<file path="config.mk">
export PLATFORM = sky130hd
export DESIGN_NAME = input_debounce_change_reporter_top
export DESIGN_NICKNAME = d
export VERILOG_FILES = /design/src/sv/idcr_pkg.sv /design/src/sv/idcr_ring.sv /design/src/sv/idcr_report.sv /design/src/sv/input_debounce_change_reporter_top.sv
export VERILOG_INCLUDE_DIRS = /design/src /design/src/sv
export SDC_FILE = /design/constraint.sdc
export NUM_CORES = 1
export LEC_CHECK = 0
export CORE_MARGIN = 1
export CORE_UTILIZATION = 25
export CTS_CLUSTER_SIZE = 30
export DETAILED_ROUTE_END_ITERATION = 16
export DONT_BUFFER_PORTS = 1
export GPL_TIMING_DRIVEN = 1
export HOLD_SLACK_MARGIN = 0.06
export PLACE_DENSITY_LB_ADDON = 0.12
export REMOVE_ABC_BUFFERS = 1
export SKIP_LAST_GASP = 1
export SLEW_MARGIN = 20
export SYNTH_ARGS = -nofsm -noshare
export SYNTH_HDL_FRONTEND = slang
export SYNTH_HIERARCHICAL = 1
export SYNTH_SLANG_ARGS = --single-unit
</file>
<file path="constraint.sdc">
create_clock -name clock -period 5.9 [get_ports clock]
set_input_delay 0.295 -clock clock [delete_from_list [all_inputs] [get_ports clock]]
set_output_delay 0.295 -clock clock [all_outputs]
set_load 0.01 [all_outputs]
</file>
<file path="src/sv/input_debounce_change_reporter_top_assert.svh">
// assertion macros shared by the rtl files
`ifndef INPUT_DEBOUNCE_CHANGE_REPORTER_TOP_ASSERT_SVH
`define INPUT_DEBOUNCE_CHANGE_REPORTER_TOP_ASSERT_SVH

`ifndef SYNTH

// property must hold at every clock edge outside reset
`define AST_CLK(label, clk, rst, prop) \
   label: assert property (@(posedge clk) disable iff (rst) prop) \
      else $error("assertion failed");

// condition must never be seen outside reset
`define AST_NEVER(label, clk, rst, cond) \
   label: assert property (@(posedge clk) disable iff (rst) !(cond)) \
      else $error("forbidden condition seen");

`else

`define AST_CLK(label, clk, rst, prop)
`define AST_NEVER(label, clk, rst, cond)

`endif

`endif

</file>
<file path="src/sv/idcr_pkg.sv">
package idcr_pkg;

   // button pins are bits 0-15 and bit 20
   localparam logic [20:0] BUTTON_MASK = 21'h10FFFF;

   localparam int DEBOUNCE_DEPTH_DEF = 5;

   // csr port
   localparam int CSR_ADDR_W = 3;
   localparam int CSR_DATA_W = 32;
   localparam logic [0:0] CSR_IDX_ANALOG  = 1'b0;
   localparam logic [0:0] CSR_IDX_ENCODER = 1'b1;

   typedef struct packed {
      logic [20:0]        pin_levels;
      logic [11:0]        analog_a;
      logic [11:0]        analog_b;
      logic [11:0]        analog_c;
      logic signed [31:0] angle_a;
      logic signed [31:0] angle_b;
   } req_type;

   typedef struct packed {
      logic               send_now;
      logic [20:0]        buttons_held;
      logic [11:0]        analog_out_a;
      logic [11:0]        analog_out_b;
      logic [11:0]        analog_out_c;
      logic signed [31:0] angle_out_a;
      logic signed [31:0] angle_out_b;
      logic signed [31:0] delta_out_a;
      logic signed [31:0] delta_out_b;
   } rsp_type;

   typedef struct packed {
      logic [1:0] analog_count;
      logic [1:0] encoder_count;
   } cfg_type;

endpackage

</file>
<file path="src/sv/idcr_ring.sv">
`include "input_debounce_change_reporter_top_assert.svh"

module idcr_ring
   import idcr_pkg::*;
#(
   parameter int DEBOUNCE_DEPTH = DEBOUNCE_DEPTH_DEF
) (
   input  logic        clock,
   input  logic        reset,
   input  logic        advance,
   input  logic [20:0] pin_levels,
   output logic [20:0] held
);

   localparam int SLOT_W = (DEBOUNCE_DEPTH > 1) ? $clog2(DEBOUNCE_DEPTH) : 1;
   localparam logic [SLOT_W-1:0] SLOT_LAST = SLOT_W'(DEBOUNCE_DEPTH - 1);

   logic [20:0]       ring_ff [DEBOUNCE_DEPTH];
   logic [20:0]       ring_in [DEBOUNCE_DEPTH];
   logic [20:0]       ring_wr [DEBOUNCE_DEPTH];
   logic [SLOT_W-1:0] slot_ff;
   logic [SLOT_W-1:0] slot_in;
   logic [20:0]       buttons;

   // active-low pins to pressed buttons
   assign buttons = (~pin_levels) & BUTTON_MASK;

   // ring with the current sample written in
   always_comb begin
      ring_wr = ring_ff;
      ring_wr[slot_ff] = buttons;
   end

   // a press in any slot holds the button
   always_comb begin
      held = '0;
      for (int i = 0; i < DEBOUNCE_DEPTH; i++) begin
         held = held | ring_wr[i];
      end
   end

   // commit on each beat
   always_comb begin
      ring_in = advance ? ring_wr : ring_ff;
      slot_in = slot_ff;
      if (advance) begin
         slot_in = (slot_ff == SLOT_LAST) ? '0 : slot_ff + 1'b1;
      end
   end

   always_ff @(posedge clock) begin
      if (reset) begin
         for (int i = 0; i < DEBOUNCE_DEPTH; i++) begin
            ring_ff[i] <= '0;
         end
         slot_ff <= '0;
      end else begin
         ring_ff <= ring_in;
         slot_ff <= slot_in;
      end
   end

   `AST_CLK(a_slot_range, clock, reset, slot_ff <= SLOT_LAST)
   `AST_CLK(a_press_passes, clock, reset, advance |-> ((held & buttons) == buttons))
   `AST_CLK(a_slot_wrap, clock, reset, (advance && slot_ff == SLOT_LAST) |=> slot_ff == '0)

endmodule

</file>
<file path="src/sv/idcr_report.sv">
`include "input_debounce_change_reporter_top_assert.svh"

module idcr_report
   import idcr_pkg::*;
(
   input  logic        clock,
   input  logic        reset,
   input  logic        advance,
   input  cfg_type     cfg,
   input  req_type     req,
   input  logic [20:0] held,
   output rsp_type     rsp
);

   logic [20:0] sent_buttons_ff;
   logic [20:0] sent_buttons_in;
   logic [11:0] sent_analogs_ff [3];
   logic [11:0] sent_analogs_in [3];
   logic [31:0] sent_angles_ff [2];
   logic [31:0] sent_angles_in [2];

   logic [2:0]  an_en;
   logic [1:0]  enc_en;
   logic [11:0] an [3];
   logic [31:0] ang [2];
   logic [31:0] dl [2];
   logic        send;

   // channel enables from the counts, encoder count saturates at two
   assign an_en[0]  = (cfg.analog_count != 2'd0);
   assign an_en[1]  = (cfg.analog_count >= 2'd2);
   assign an_en[2]  = (cfg.analog_count == 2'd3);
   assign enc_en[0] = (cfg.encoder_count != 2'd0);
   assign enc_en[1] = (cfg.encoder_count >= 2'd2);

   // masked channels and wrapping deltas
   always_comb begin
      an[0]  = an_en[0] ? req.analog_a : '0;
      an[1]  = an_en[1] ? req.analog_b : '0;
      an[2]  = an_en[2] ? req.analog_c : '0;
      ang[0] = enc_en[0] ? 32'(req.angle_a) : '0;
      ang[1] = enc_en[1] ? 32'(req.angle_b) : '0;
      dl[0]  = enc_en[0] ? ang[0] - sent_angles_ff[0] : '0;
      dl[1]  = enc_en[1] ? ang[1] - sent_angles_ff[1] : '0;
   end

   // change against the last sent report
   always_comb begin
      send = (held != sent_buttons_ff);
      for (int i = 0; i < 3; i++) begin
         if (an_en[i] && (an[i] != sent_analogs_ff[i])) begin
            send = 1'b1;
         end
      end
      for (int i = 0; i < 2; i++) begin
         if (enc_en[i] && (dl[i] != '0)) begin
            send = 1'b1;
         end
      end
   end

   // result beat contents
   always_comb begin
      rsp.send_now     = send;
      rsp.buttons_held = held;
      rsp.analog_out_a = an[0];
      rsp.analog_out_b = an[1];
      rsp.analog_out_c = an[2];
      rsp.angle_out_a  = ang[0];
      rsp.angle_out_b  = ang[1];
      rsp.delta_out_a  = dl[0];
      rsp.delta_out_b  = dl[1];
   end

   // last sent store update
   always_comb begin
      sent_buttons_in = sent_buttons_ff;
      sent_analogs_in = sent_analogs_ff;
      sent_angles_in  = sent_angles_ff;
      if (advance && send) begin
         sent_buttons_in = held;
         sent_analogs_in = an;
         sent_angles_in  = ang;
      end
   end

   always_ff @(posedge clock) begin
      if (reset) begin
         sent_buttons_ff <= '0;
         for (int i = 0; i < 3; i++) begin
            sent_analogs_ff[i] <= '0;
         end
         for (int i = 0; i < 2; i++) begin
            sent_angles_ff[i] <= '0;
         end
      end else begin
         sent_buttons_ff <= sent_buttons_in;
         sent_analogs_ff <= sent_analogs_in;
         sent_angles_ff  <= sent_angles_in;
      end
   end

   `AST_CLK(a_sent_update, clock, reset, (advance && send) |=> sent_buttons_ff == $past(held))
   `AST_CLK(a_sent_hold, clock, reset, !(advance && send) |=> $stable(sent_buttons_ff))
   `AST_NEVER(a_delta_off, clock, reset, !enc_en[0] && (rsp.delta_out_a != '0))

endmodule

</file>
<file path="src/sv/input_debounce_change_reporter_top.sv">
// order: a request beat enters the input register, then the result register
// throughput: one request beat per clock while rsp_ready is high; the input and
//   result registers are separate stages; last-sent store updates in the same cycle
// reset: synchronous, active high; clears the debounce ring, write slot,
//   last-sent report, counts and both valid flags
`include "input_debounce_change_reporter_top_assert.svh"

module input_debounce_change_reporter_top
   import idcr_pkg::*;
#(
   parameter int DEBOUNCE_DEPTH = DEBOUNCE_DEPTH_DEF
) (
   input  logic                  clock,
   input  logic                  reset,
   input  logic                  req_valid,
   output logic                  req_ready,
   input  req_type               req_data,
   output logic                  rsp_valid,
   input  logic                  rsp_ready,
   output rsp_type               rsp_data,
   input  logic                  psel,
   input  logic                  penable,
   input  logic                  pwrite,
   input  logic [CSR_ADDR_W-1:0] paddr,
   input  logic [CSR_DATA_W-1:0] pwdata,
   output logic [CSR_DATA_W-1:0] prdata,
   output logic                  pready
);

   logic    in_valid_ff;
   logic    in_valid_in;
   req_type in_data_ff;
   logic    rsp_valid_ff;
   logic    rsp_valid_in;
   rsp_type rsp_data_ff;
   rsp_type rsp_next;
   cfg_type cfg_ff;
   cfg_type cfg_in;
   logic    out_open;
   logic    advance;
   logic    csr_wr;
   logic [20:0] held;

   // handshake between the two stages
   assign out_open  = !rsp_valid_ff || rsp_ready;
   assign advance   = in_valid_ff && out_open;
   assign req_ready = !in_valid_ff || out_open;

   always_comb begin
      in_valid_in = in_valid_ff;
      if (req_valid && req_ready) begin
         in_valid_in = 1'b1;
      end else if (advance) begin
         in_valid_in = 1'b0;
      end
      rsp_valid_in = rsp_valid_ff;
      if (advance) begin
         rsp_valid_in = 1'b1;
      end else if (rsp_ready) begin
         rsp_valid_in = 1'b0;
      end
   end

   always_ff @(posedge clock) begin
      if (reset) begin
         in_valid_ff  <= 1'b0;
         rsp_valid_ff <= 1'b0;
      end else begin
         in_valid_ff  <= in_valid_in;
         rsp_valid_ff <= rsp_valid_in;
      end
   end

   // payload registers
   always_ff @(posedge clock) begin
      if (req_valid && req_ready) begin
         in_data_ff <= req_data;
      end
      if (advance) begin
         rsp_data_ff <= rsp_next;
      end
   end

   assign rsp_valid = rsp_valid_ff;
   assign rsp_data  = rsp_data_ff;

   // csr writes and reads
   assign pready = 1'b1;
   assign csr_wr = psel && penable && pwrite && pready;

   always_comb begin
      cfg_in = cfg_ff;
      if (csr_wr) begin
         case (paddr[2])
            CSR_IDX_ANALOG:  cfg_in.analog_count  = pwdata[1:0];
            CSR_IDX_ENCODER: cfg_in.encoder_count = pwdata[1:0];
            default:         cfg_in = cfg_ff;
         endcase
      end
   end

   always_comb begin
      case (paddr[2])
         CSR_IDX_ANALOG:  prdata = {(CSR_DATA_W - 2)'(0), cfg_ff.analog_count};
         CSR_IDX_ENCODER: prdata = {(CSR_DATA_W - 2)'(0), cfg_ff.encoder_count};
         default:         prdata = '0;
      endcase
   end

   always_ff @(posedge clock) begin
      if (reset) begin
         cfg_ff <= '0;
      end else begin
         cfg_ff <= cfg_in;
      end
   end

   idcr_ring #(
      .DEBOUNCE_DEPTH (DEBOUNCE_DEPTH)
   ) u_ring (
      .clock      (clock),
      .reset      (reset),
      .advance    (advance),
      .pin_levels (in_data_ff.pin_levels),
      .held       (held)
   );

   idcr_report u_report (
      .clock   (clock),
      .reset   (reset),
      .advance (advance),
      .cfg     (cfg_ff),
      .req     (in_data_ff),
      .held    (held),
      .rsp     (rsp_next)
   );

endmodule

</file>
==> results.yml <==
outcome:
  status: "finished, final reports clean"
place:
  port-buffer-count: 0
  placed_cells: 4157
  gp_congestion: 0.8521
  dp_hpwl_mm: 66.08
  placed_cell_area_sq_um: 29930
clock_network:
  cts_buffers: 73
  cts.sinks: 538
  cts_root_buf: "clkbuf_16"
  cts_tree: "yes"
  insertion_delay_ns: 0.64
  htreeDepth: 3
  clk_pin_slew_worst_paths_ns: 0.06
  clock_path_buffers: 3
die:
  die-area_sq_um: 115100
  num_io_pins: 384
  placementRows: 123
  coreArea_sq_um: 112700
  die_w_microns: 339.3
  die_y_microns: 339.3
  start_util_pct: 25.24
worst_setup_path:
  cp_common_cell: "buf_12"
  cp_data_arrival_time_ns: 6.10
  crit_buf_inv: 6
  slowest_delay_ns: 0.57
  cp_slowest_cell: "o311ai_1"
  crit_required_ns: 6.47
  path_delay_family: "compound AO/OA/AOI/OAI gates"
  worstPathMaxFanout: 41
  end_kind: "flip-flop"
  crit_path_cell_trace: "buf_12 > nand2_1 > ha_1 > inv_1 > fa_1 > a21o_1 > a221oi_4 > nor2_1 > o311ai_1 > buf_4 > a41oi_2 > mux2i_1 > or3_1 > or4_1 > nor4_4 > buf_12 > buf_4 > o2bb2ai_4 > buf_12 > a221o_1"
  ff2ff_setup_slack_ns: 0.37
  worstSetupPathType: "flip-flop to flip-flop"
  setup.worst_path.start_class: "flip-flop"
grt:
  grt_pass1_wl_mm: 149.0
  grt_max_degree: 199
  overflow: 0
  grt_pass1_vias: 22348
  grt_usage_pct: 17.17
  antenna_found_initial: 16
timing:
  post-route-period-util_pct: 93.69
  timing.final.crit_period_ns: 5.528
  setup_violations: 0
  max_freq_mhz: 180.9
  worstMarginPinSlew_ns: 1.099
  rsz0062_at_grt: "no"
  relSlewSlack_pct: 26.52
  drv_slew: 0
  hold_viol: 0
  clock_skew_ns: 0.03297
power_and_ir_drop:
  p_leak_uw: 0.01209
  peakVddDrop_v: 0.0001864
  p_per_area_nw_per_um2: 296.7
route:
  first_iter_violations: 1517
  drt-wirelength-per-cell_microns: 22.90
  drc: 0
  routed_wl_mm: 101.5
  ant_nets: 0
  vias_per_cell: 5.045
  route.vias.total: 22356
  first_pass_iters: 5
layout:
  multi_input_area_sq_um: 13010
  num-nets-final: 3106
  drive_above_1_share_pct: 10.21
  final_cells: 4431
  regArea_sq_um: 13800
  design_area_sq_um: 33900
  filler_cell_count: 11617
  area_growth_pct: 19.22
min_path:
  hp-class: "input port to flip-flop"
synth:
  synthCells: 2806
  syn_area_per_cell_sq_um: 10.13
  ys_warn_count: 6
  netlist_area_sq_um: 28440
job:
  cap_violations: 0
==> worst reg2reg max path: cells and delay by family, from the launching register on <==
kind                     cells  cell delay (ns)
AO/OA/AOI/OAI                6             1.70
adder cells (fa/ha/maj)      2             0.60
buffers and inverters        6             1.07
flip-flops                   1             0.33
multiplexers                 1             0.27
AND/OR/NAND/NOR              5             1.48
==> where the power goes <==
group	switching, uW	total [uW]	internal (uW)	leakage [uW]
sequential	136	4260	4120	0.00480
clock	1810	4590	2780	0.00119
combinational	780	1210	432	0.00610
total	2730	10100	7330	0.0121
==> final timing paths <==
check                                 end                   startpoint  cells past startpoint
max reg2reg  u_report/sent_analogs_ff[23]                    cfg_ff[1]                     20
min reg2reg   u_report/sent_analogs_ff[6]  u_report/sent_analogs_ff[6]                      1
min           u_report/sent_analogs_ff[1]                        reset                      3
max          u_report/sent_analogs_ff[23]                    cfg_ff[1]                     20
==> per-stage QoR <==
| stage | TNS [ns] | utilization (%) | power, uW | setup slack [ns] | hold slack (ns) |
|---|---|---|---|---|---|
| 2_1_floorplan | -1191.84 | - | 4979 | -4.940 | 0.3596 |
| 3_3_place_gp | 0 | 26.55 | 5394 | 0.2831 | 0.3939 |
| 3_5_place_dp | 0 | 26.57 | 5410 | 0.2543 | 0.3939 |
| 4_1_cts | 0 | 30.03 | 10250 | 0.2266 | 0.07080 |
| 5_1_grt | 0 | 30.10 | 10480 | 0.01661 | 0.1009 |
| 6_report | 0 | 30.10 | 10060 | 0.3724 | 0.1323 |
==> layout make-up <==
| cell class | instances | area share [%] |
|---|---|---|
| Clock inverter | 38 | 1.358 |
| Tap cell | 1500 | 5.536 |
| Sequential cell | 538 | 40.72 |
| Inverter | 112 | 1.240 |
| Multi-Input combinational cell | 1921 | 38.37 |
| Antenna cell | 2 | 0.01476 |
| Timing Repair Buffer | 224 | 6.813 |
| Clock buffer | 96 | 5.949 |
==> state kept, by name, summed over array words and instances, names as in the netlist, 3 cells and up <==
register,count
u_ring/ring_ff,105
u_ring/slot_ff,3
u_report/sent_angles_ff,64
cfg_ff,4
rsp_data,186
u_report/sent_analogs_ff,36
u_report/sent_buttons_ff,21
in_data_ff,117
==> routing by layer <==
metal | routed length, microns | global-route usage, % | vias to the layer above
li1 | - | - | 10473
met1 | 46700 | 23.23 | 11070
met2 | 45990 | 27.36 | 653
met3 | 6035 | 3.495 | 152
met4 | 2710 | 5.349 | 8
met5 | 47 | 0 | -
==> timing repair <==
item                                    CTS  global route
endpoints found under the setup margin    0            18
endpoints found under the hold margin   309            32
gates resized for setup                   0             4
buffers inserted                          0             2
hold buffers                            134             1
==> cells in the final DEF, fill, tap and decap left out, types with 12 or more instances in the layout <==
| cell | count |
|---|---|
| o22a_1 | 20 |
| nand3b_1 | 57 |
| nor2b_1 | 17 |
| o21a_1 | 20 |
| a21o_1 | 45 |
| buf_4 | 73 |
| o32ai_1 | 58 |
| nor4_1 | 68 |
| a311o_1 | 26 |
| nor3b_1 | 18 |
| nand2_1 | 190 |
| dlygate4sd3_1 | 129 |
| nand2b_1 | 64 |
| dfxtp_1 | 234 |
| o221a_2 | 15 |
| a211oi_2 | 39 |
| o21ai_0 | 73 |
| o211ai_1 | 12 |
| and3_1 | 48 |
| nand4_1 | 33 |
| a31oi_1 | 24 |
| nor2_1 | 247 |
| a21oi_1 | 101 |
| nor3_1 | 29 |
| edfxtp_1 | 303 |
| clkbuf_16 | 76 |
| clkbuf_1 | 16 |
| mux2i_1 | 79 |
| a211oi_1 | 57 |
| conb_1 | 31 |
| ha_1 | 71 |
| xnor2_1 | 50 |
| or3_1 | 12 |
| nand3_1 | 28 |
| xor2_1 | 26 |
| buf_12 | 18 |
| o311ai_0 | 65 |
| inv_1 | 112 |
| and2_1 | 147 |
No activity file was read; power rests on OpenSTA's default activity.
